--- src/rtl/iir_direct_form_filter_core_assert.svh ---
// Assertion macros for the direct-form-I IIR filter core.
// Each macro checks a property on the rising edge of clk, with checking
// suspended while rst_n is low.
`ifndef IIR_DIRECT_FORM_FILTER_CORE_ASSERT_SVH
`define IIR_DIRECT_FORM_FILTER_CORE_ASSERT_SVH

`ifndef SYNTHESIS
`define IIRDF_ASSERT(lbl, prop, msg) \
    lbl: assert property (@(posedge clk) disable iff (!rst_n) (prop)) else $error(msg);
`define IIRDF_ASSERT_NEXT(lbl, pre, post, msg) \
    lbl: assert property (@(posedge clk) disable iff (!rst_n) (pre) |=> (post)) else $error(msg);
`else
`define IIRDF_ASSERT(lbl, prop, msg)
`define IIRDF_ASSERT_NEXT(lbl, pre, post, msg)
`endif

`endif

--- src/rtl/iirdf_pkg.sv ---
`timescale 1ns / 1ps

package iirdf_pkg;

    // Sample and coefficient formats
    localparam int SAMPLE_W  = 16;
    localparam int COEF_W    = 24;
    localparam int FRAC_BITS = 20;
    localparam int HIST_D    = 3;
    localparam int ORDER_W   = 3;
    localparam int CFG_IDX_W = 3;
    localparam int CFG_W     = 24;

    // Datapath widths: one product, and a sum of up to seven products with headroom
    localparam int PROD_W = COEF_W + SAMPLE_W;
    localparam int ACC_W  = PROD_W + 3;
    localparam int YW     = ACC_W - FRAC_BITS;
    localparam int STEP_W = 3;

    localparam logic [ORDER_W-1:0] ORDER_MAX = 3'd4;
    localparam logic [ORDER_W-1:0] ORDER_RST = 3'd4;

    localparam logic signed [COEF_W-1:0]   COEF_ONE   = 24'sd1048576;
    localparam logic signed [SAMPLE_W-1:0] SAMPLE_MAX = 16'sh7FFF;
    localparam logic signed [SAMPLE_W-1:0] SAMPLE_MIN = 16'sh8000;
    localparam logic signed [YW-1:0]       Y_HI       = YW'(SAMPLE_MAX);
    localparam logic signed [YW-1:0]       Y_LO       = YW'(SAMPLE_MIN);
    localparam logic signed [ACC_W-1:0]    RND_HALF   = ACC_W'(2 ** (FRAC_BITS - 1));

    // Configuration register map
    typedef enum logic [CFG_IDX_W-1:0] {
        REG_ACTIVE_ORDER,
        REG_COEF_B0,
        REG_COEF_B1,
        REG_COEF_B2,
        REG_COEF_B3,
        REG_COEF_A1,
        REG_COEF_A2,
        REG_COEF_A3
    } cfg_reg_t;

    // Sequencer states
    typedef enum logic [1:0] {
        S_IDLE,
        S_MAC,
        S_LAST,
        S_ROUND
    } seq_state_t;

endpackage

--- src/rtl/iir_direct_form_filter_core.sv ---
`timescale 1ns / 1ps
// Channel   Handshake                   Payload
// sample    sample_valid/sample_stall   sample_in
// result    result_valid/result_stall   sample_out, saturated
// config    cfg_we                      cfg_index, cfg_data
//
// A sample passes from acceptance to a valid result in these steps (N taps, 1 to 4):
// one shared 24x16 multiplier steps through the 2*N-1 products in S_MAC, S_LAST adds the last
// product and S_ROUND rounds; a new sample is taken only once the sequencer is back in S_IDLE.
// Reset clears the histories and loads b0 = 1.0, the other coefficients zero, four taps.
// A stalled result holds the rounding step; the next sample is taken while a finished
// result still waits on the output register.

`include "iir_direct_form_filter_core_assert.svh"

module iir_direct_form_filter_core
(
    input  logic                                 clk,
    input  logic                                 rst_n,
    input  logic                                 sample_valid,
    output logic                                 sample_stall,
    input  logic signed [iirdf_pkg::SAMPLE_W-1:0] sample_in,
    output logic                                 result_valid,
    input  logic                                 result_stall,
    output logic signed [iirdf_pkg::SAMPLE_W-1:0] sample_out,
    output logic                                 saturated,
    input  logic                                 cfg_we,
    input  logic [iirdf_pkg::CFG_IDX_W-1:0]      cfg_index,
    input  logic [iirdf_pkg::CFG_W-1:0]          cfg_data
);

    import iirdf_pkg::*;

    seq_state_t state_reg, state_next;
    logic [STEP_W-1:0] step_reg, step_next;

    logic [ORDER_W-1:0]       order_reg;
    logic signed [COEF_W-1:0] coef_b_reg [0:3];
    logic signed [COEF_W-1:0] coef_a_reg [1:3];

    logic signed [SAMPLE_W-1:0] x_reg;
    logic signed [SAMPLE_W-1:0] xh_reg [0:HIST_D-1];
    logic signed [SAMPLE_W-1:0] yh_reg [0:HIST_D-1];

    logic signed [PROD_W-1:0] prod_reg;
    logic                     prod_vld_reg, prod_vld_next;
    logic                     prod_sub_reg, prod_sub_next;
    logic signed [ACC_W-1:0]  acc_reg, acc_next;

    logic                       result_valid_reg, result_valid_next;
    logic signed [SAMPLE_W-1:0] sample_out_reg;
    logic                       saturated_reg;

    logic [ORDER_W-1:0]       taps_eff;
    logic [STEP_W-1:0]        last_step;
    logic signed [COEF_W-1:0] op_coef;
    logic signed [SAMPLE_W-1:0] op_smp;
    logic                     op_sub;
    logic signed [ACC_W-1:0]  rnd_sum;
    logic signed [YW-1:0]     y_wide;
    logic signed [SAMPLE_W-1:0] y_sat;
    logic                     y_clip;
    logic                     accept;
    logic                     finish;

    // Handshake outputs
    assign sample_stall = (state_reg != S_IDLE);
    assign accept       = sample_valid && !sample_stall;
    assign result_valid = result_valid_reg;
    assign sample_out   = sample_out_reg;
    assign saturated    = saturated_reg;
    assign finish       = (state_reg == S_ROUND) && !(result_valid_reg && result_stall);

    // Effective tap count and index of the last product
    always_comb
    begin
        if (order_reg == '0)
        begin
            taps_eff = ORDER_W'(1);
        end
        else if (order_reg > ORDER_MAX)
        begin
            taps_eff = ORDER_MAX;
        end
        else
        begin
            taps_eff = order_reg;
        end
        last_step = STEP_W'({taps_eff, 1'b0} - 4'd2);
    end

    // Operand selection: step 0 is b0*x, odd steps b_i*x[n-i], even steps a_i*y[n-i]
    always_comb
    begin
        op_coef = coef_b_reg[0];
        op_smp  = x_reg;
        op_sub  = 1'b0;
        unique case (step_reg)
            3'd0:
            begin
                op_coef = coef_b_reg[0];
                op_smp  = x_reg;
            end
            3'd1:
            begin
                op_coef = coef_b_reg[1];
                op_smp  = xh_reg[0];
            end
            3'd2:
            begin
                op_coef = coef_a_reg[1];
                op_smp  = yh_reg[0];
                op_sub  = 1'b1;
            end
            3'd3:
            begin
                op_coef = coef_b_reg[2];
                op_smp  = xh_reg[1];
            end
            3'd4:
            begin
                op_coef = coef_a_reg[2];
                op_smp  = yh_reg[1];
                op_sub  = 1'b1;
            end
            3'd5:
            begin
                op_coef = coef_b_reg[3];
                op_smp  = xh_reg[2];
            end
            3'd6:
            begin
                op_coef = coef_a_reg[3];
                op_smp  = yh_reg[2];
                op_sub  = 1'b1;
            end
            default:
            begin
                op_coef = coef_b_reg[0];
                op_smp  = x_reg;
                op_sub  = 1'b0;
            end
        endcase
    end

    // Rounding to nearest (ties upwards) and saturation
    always_comb
    begin
        rnd_sum = acc_reg + RND_HALF;
        y_wide  = rnd_sum[ACC_W-1:FRAC_BITS];
        if (y_wide > Y_HI)
        begin
            y_sat  = SAMPLE_MAX;
            y_clip = 1'b1;
        end
        else if (y_wide < Y_LO)
        begin
            y_sat  = SAMPLE_MIN;
            y_clip = 1'b1;
        end
        else
        begin
            y_sat  = y_wide[SAMPLE_W-1:0];
            y_clip = 1'b0;
        end
    end

    // Accumulator update from the registered product
    always_comb
    begin
        if (accept)
        begin
            acc_next = '0;
        end
        else if (prod_vld_reg && prod_sub_reg)
        begin
            acc_next = acc_reg - ACC_W'(prod_reg);
        end
        else if (prod_vld_reg)
        begin
            acc_next = acc_reg + ACC_W'(prod_reg);
        end
        else
        begin
            acc_next = acc_reg;
        end
    end

    // Sequencer: next state and step control
    always_comb
    begin
        state_next        = state_reg;
        step_next         = step_reg;
        prod_vld_next     = 1'b0;
        prod_sub_next     = op_sub;
        result_valid_next = result_valid_reg;
        if (result_valid_reg && !result_stall)
        begin
            result_valid_next = 1'b0;
        end
        unique case (state_reg)
            S_IDLE:
            begin
                if (accept)
                begin
                    state_next = S_MAC;
                    step_next  = '0;
                end
            end
            S_MAC:
            begin
                prod_vld_next = 1'b1;
                if (step_reg >= last_step)
                begin
                    state_next = S_LAST;
                end
                else
                begin
                    step_next = step_reg + STEP_W'(1);
                end
            end
            S_LAST:
            begin
                state_next = S_ROUND;
            end
            S_ROUND:
            begin
                if (finish)
                begin
                    state_next        = S_IDLE;
                    result_valid_next = 1'b1;
                end
            end
            default:
            begin
                state_next = S_IDLE;
            end
        endcase
    end

    // Control registers
    always_ff @(posedge clk or negedge rst_n)
    begin
        if (!rst_n)
        begin
            state_reg        <= S_IDLE;
            step_reg         <= '0;
            prod_vld_reg     <= 1'b0;
            result_valid_reg <= 1'b0;
        end
        else
        begin
            state_reg        <= state_next;
            step_reg         <= step_next;
            prod_vld_reg     <= prod_vld_next;
            result_valid_reg <= result_valid_next;
        end
    end

    // Configuration registers
    always_ff @(posedge clk or negedge rst_n)
    begin
        if (!rst_n)
        begin
            order_reg     <= ORDER_RST;
            coef_b_reg[0] <= COEF_ONE;
            coef_b_reg[1] <= '0;
            coef_b_reg[2] <= '0;
            coef_b_reg[3] <= '0;
            coef_a_reg[1] <= '0;
            coef_a_reg[2] <= '0;
            coef_a_reg[3] <= '0;
        end
        else if (cfg_we)
        begin
            unique case (cfg_reg_t'(cfg_index))
                REG_ACTIVE_ORDER: order_reg     <= cfg_data[ORDER_W-1:0];
                REG_COEF_B0:      coef_b_reg[0] <= cfg_data;
                REG_COEF_B1:      coef_b_reg[1] <= cfg_data;
                REG_COEF_B2:      coef_b_reg[2] <= cfg_data;
                REG_COEF_B3:      coef_b_reg[3] <= cfg_data;
                REG_COEF_A1:      coef_a_reg[1] <= cfg_data;
                REG_COEF_A2:      coef_a_reg[2] <= cfg_data;
                REG_COEF_A3:      coef_a_reg[3] <= cfg_data;
                default:          order_reg     <= order_reg;
            endcase
        end
    end

    // Sample histories: shift once per completed transaction
    always_ff @(posedge clk or negedge rst_n)
    begin
        if (!rst_n)
        begin
            for (int i = 0; i < HIST_D; i++)
            begin
                xh_reg[i] <= '0;
                yh_reg[i] <= '0;
            end
        end
        else if (finish)
        begin
            for (int i = HIST_D - 1; i > 0; i--)
            begin
                xh_reg[i] <= xh_reg[i-1];
                yh_reg[i] <= yh_reg[i-1];
            end
            xh_reg[0] <= x_reg;
            yh_reg[0] <= y_sat;
        end
    end

    // Datapath registers: shared multiplier, accumulator and result
    always_ff @(posedge clk)
    begin
        if (accept)
        begin
            x_reg <= sample_in;
        end
        prod_reg     <= PROD_W'(op_coef) * PROD_W'(op_smp);
        prod_sub_reg <= prod_sub_next;
        acc_reg      <= acc_next;
        if (finish)
        begin
            sample_out_reg <= y_sat;
            saturated_reg  <= y_clip;
        end
    end

    // Checks on the sequencer and the result path
    `IIRDF_ASSERT(a_step_in_range, state_reg != S_MAC || step_reg <= last_step, "step past last tap")
    `IIRDF_ASSERT(a_prod_only_busy, !prod_vld_reg || state_reg == S_MAC || state_reg == S_LAST, "product outside MAC")
    `IIRDF_ASSERT_NEXT(a_hist_matches_out, finish, result_valid && sample_out == yh_reg[0], "history mismatch")
    `IIRDF_ASSERT(a_sat_at_rail, !(result_valid && saturated) || sample_out == SAMPLE_MAX || sample_out == SAMPLE_MIN, "clip not at rail")

endmodule
--- config.mk ---
export PLATFORM = sky130hd
export DESIGN_NAME = iir_direct_form_filter_core
export DESIGN_NICKNAME = d
export VERILOG_FILES = /design/src/rtl/iirdf_pkg.sv /design/src/rtl/iir_direct_form_filter_core.sv
export VERILOG_INCLUDE_DIRS = /design/src /design/src/rtl
export SDC_FILE = /design/constraint.sdc
export NUM_CORES = 2
export LEC_CHECK = 0
export ABC_AREA = 1
export BUFFER_PORTS_ARGS = -buffer_cell sky130_fd_sc_hd__buf_4
export CORE_MARGIN = 5
export CORE_UTILIZATION = 59
export CTS_CLUSTER_DIAMETER = 150
export DETAILED_ROUTE_END_ITERATION = 8
export PLACE_DENSITY = 0.79
export RECOVER_POWER = 25
export SKIP_LAST_GASP = 1
export SYNTH_ARGS = -nofsm -noshare
export SYNTH_HDL_FRONTEND = slang
export SYNTH_SLANG_ARGS = --single-unit
--- constraint.sdc ---
create_clock -name clk -period 6.8 [get_ports clk]
set_input_delay 0.34 -clock clk [delete_from_list [all_inputs] [get_ports clk]]
set_output_delay 0.34 -clock clk [all_outputs]
set_load 0.1 [all_outputs]
==> impl_results.md <==
- Status: finished, violations left
- Failing checks: capacitance limit, slew limit, setup timing
- Detail Route Antenna Nets: 0
- H-tree depth: 2
- Synth top area cells: fa_1, dfrtp_1, nand2_1
- Final core occ: approximately 73%
- Critical path data arrival time: ~7.5 ns
- Place WS: -0.482 ns
- Via Count: roughly 32000
- Drt first-iter violations: approximately 3300
- Min Tclk post-route: about 7 ns
- Number of flip-flops in the largest register: 96
- Max cap viols: 8
- Syn Std Cell Area: about 34000 µm²
- CP max-delay cell: fa_1
- Most frequent cells in the layout: nand2_1, inv_1, nor2_1
- Post-Synthesis Cells: between 4000 and 5000
- Area leader, netlist: fa_1
- Clk Latency, worst-skew pair: ~0.59 ns
- Setup ws final: -0.232 ns
- Buffers on Ports: 66
- Hold WS: 0.0100 ns
- Ports: 67
- Detail Placement HPWL: 79600 µm
- CTS Buf Count: 44
- Post-synthesis sequential element count: approximately 400
- Initial Utilization: 59.6%
- Clk slew on worst S/H paths: around 0.06 ns
- Worst hold-check path type: in2reg
- Most frequent CP cell: fa_1
- Clk buf depth: 3
- # setup viols final: 25
- Critical Path Sink Type: register
- Largest net degree at the start of global routing: about 180
- R2r setup slk: -0.23 ns
- Max Fanout on Critical Path: 9
- Avg Inst Size Synth: 7.91 µm²
- Residual DRC count: 0
- TritonCTS clock tree: yes
- Crit-path max cell delay: roughly 0.54 ns
- Initial antenna violation count: 2
- Gr ovfl total: 0
- Vias/cell: approximately 5.7
- Yosys top cell area share: around 22%
- Die width: around 250 µm
- Startpoint Class: register
- Wire per inst: about 19 µm
- Seq/Total Area, Yosys: 27.7%
- Fraction of layout cells with a size suffix above 1: approximately 18%
- Required time worst endpoint: between 7 and 8 ns
- Asr flop ratio synth: roughly 70%
- Yosys synthesis warning count: 0
- Distinct cells, synth: 55
- Chip height: roughly 250 µm
- EDFF count, synth: 33
- Vias in the first global route: 32152
- CTS sink cnt: a little under 400
- DRT Pass-1 Iters: 6
- Fmax: approximately 140 MHz
- Period utilization: 103%
- Critical path class: reg2reg
- Std-Cell Rows: 88
- Max Slew Vio Count: around 440
- Ys flop type: dfrtp_1
- P&R area growth vs syn: 23.1%
- GRT Util Overall: 33.7%
- RSZ-0062 raised after global routing: true
- Syn nets: approximately 5000
- Slew headroom: -227%
- Worst-margin pin slew: 4.91 ns
- Most common cell after layout, fill and taps aside: nand2_1
- Placer Congestion: between 0.9 and 1
- Layout Nets: about 5400
- Core outline area: just under 60000 µm²
- First-pass GRT wire length: roughly 170000 µm
- Final hold violation count: 0
- Routed WL: around 110000 µm
- Root buffer cell: clkbuf_16
- Setup Skew: 0.0400 ns
- Die footprint: 63300 µm²
==> routing by layer <==
layer  vias up  global-route usage (%)  share of wire (%)
li1      14377                       -                  -
met1     15399                    44.3                 39
met2      1642                    56.4                 48
met3       374                    5.84                8.7
met4         0                    13.1                4.8
met5         -                       0                  0
==> cells in the mapped netlist, types with 30 or more instances <==
cell / number
fa_1: 375
a221oi_1: 55
dfxtp_1: 84
buf_2: 46
inv_1: 825
nand3_1: 107
nor2_1: 504
clkbuf_1: 75
nand4_1: 30
xnor2_1: 34
xor2_1: 75
o21ai_0: 360
nand2_1: 944
edfxtp_1: 33
ha_1: 154
nor3_1: 35
dfrtp_1: 272
a21oi_1: 143
==> stage by stage <==
stage	cell area, µm²	std cells	TNS [ns]
detailed placement	38300	5408	-8.77
finish	42400	5591	-3.24
floorplan	34400	4353	-0.00264
CTS	41700	5576	-0.0279
global placement	38300	5408	-6.94
global route	42400	5589	-9.85
==> repair_timing <==
item                       in CTS  in global routing
pin swaps                      73                 37
setup endpoints to repair      29                 31
buffers inserted               47                 12
hold endpoints to repair      127                  0
cloned                          2                  1
resized for setup             232                152
hold buffers                   38                  0
==> logic make-up after synthesis <==
| logic type | count (synthesis) | share of synthesized area [%] |
|---|---|---|
| AO/OA/AOI/OAI | 689 | 12.1 |
| buffers and inverters | 993 | 11.2 |
| adder cells (fa/ha/maj) | 529 | 27.4 |
| AND/OR/NAND/NOR | 1642 | 18.9 |
| flip-flops | 391 | 27.7 |
| XOR/XNOR | 109 | 2.77 |
==> critical path: cells and delay by family (launching register included) <==
family	cells	cell delay [ns]
fa+ha+maj	8	3.51
compound gates	3	0.65
simple gates	7	0.80
xor+xnor	1	0.19
flops	1	0.45
buf+inv	10	1.29
==> final timing paths <==
path / cells after the start / end / start
min reg2reg: 2 / coef_a_reg[37]$_DFFE_PN0P_ / coef_a_reg[37]$_DFFE_PN0P_
min in group asynchronous: 2 / coef_b_reg[36]$_DFFE_PN0P_ / rst_n
max in group asynchronous: 2 / coef_a_reg[29]$_DFFE_PN0P_ / rst_n
max reg2reg: 29 / prod_reg[33]$_DFF_P_ / step_reg[0]$_DFFE_PN0P_
min: 3 / coef_a_reg[19]$_DFFE_PN0P_ / cfg_data[19]
max: 29 / prod_reg[33]$_DFF_P_ / step_reg[0]$_DFFE_PN0P_
==> final cells by class <==
class                           count  area (µm²)
Clock buffer                       57        1200
Fill cell                        4147       15400
Clock inverter                     24         307
Timing Repair inverter              1        3.75
Inverter                          855        3270
Sequential cell                   391        9530
Timing Repair Buffer              527        4610
Multi-Input combinational cell   2969       22500
Antenna cell                        2        5.00
Tap cell                          765         957
Power is not shown: default switching activity piles up to over one toggle a cycle in this logic, so the estimate is an artifact.
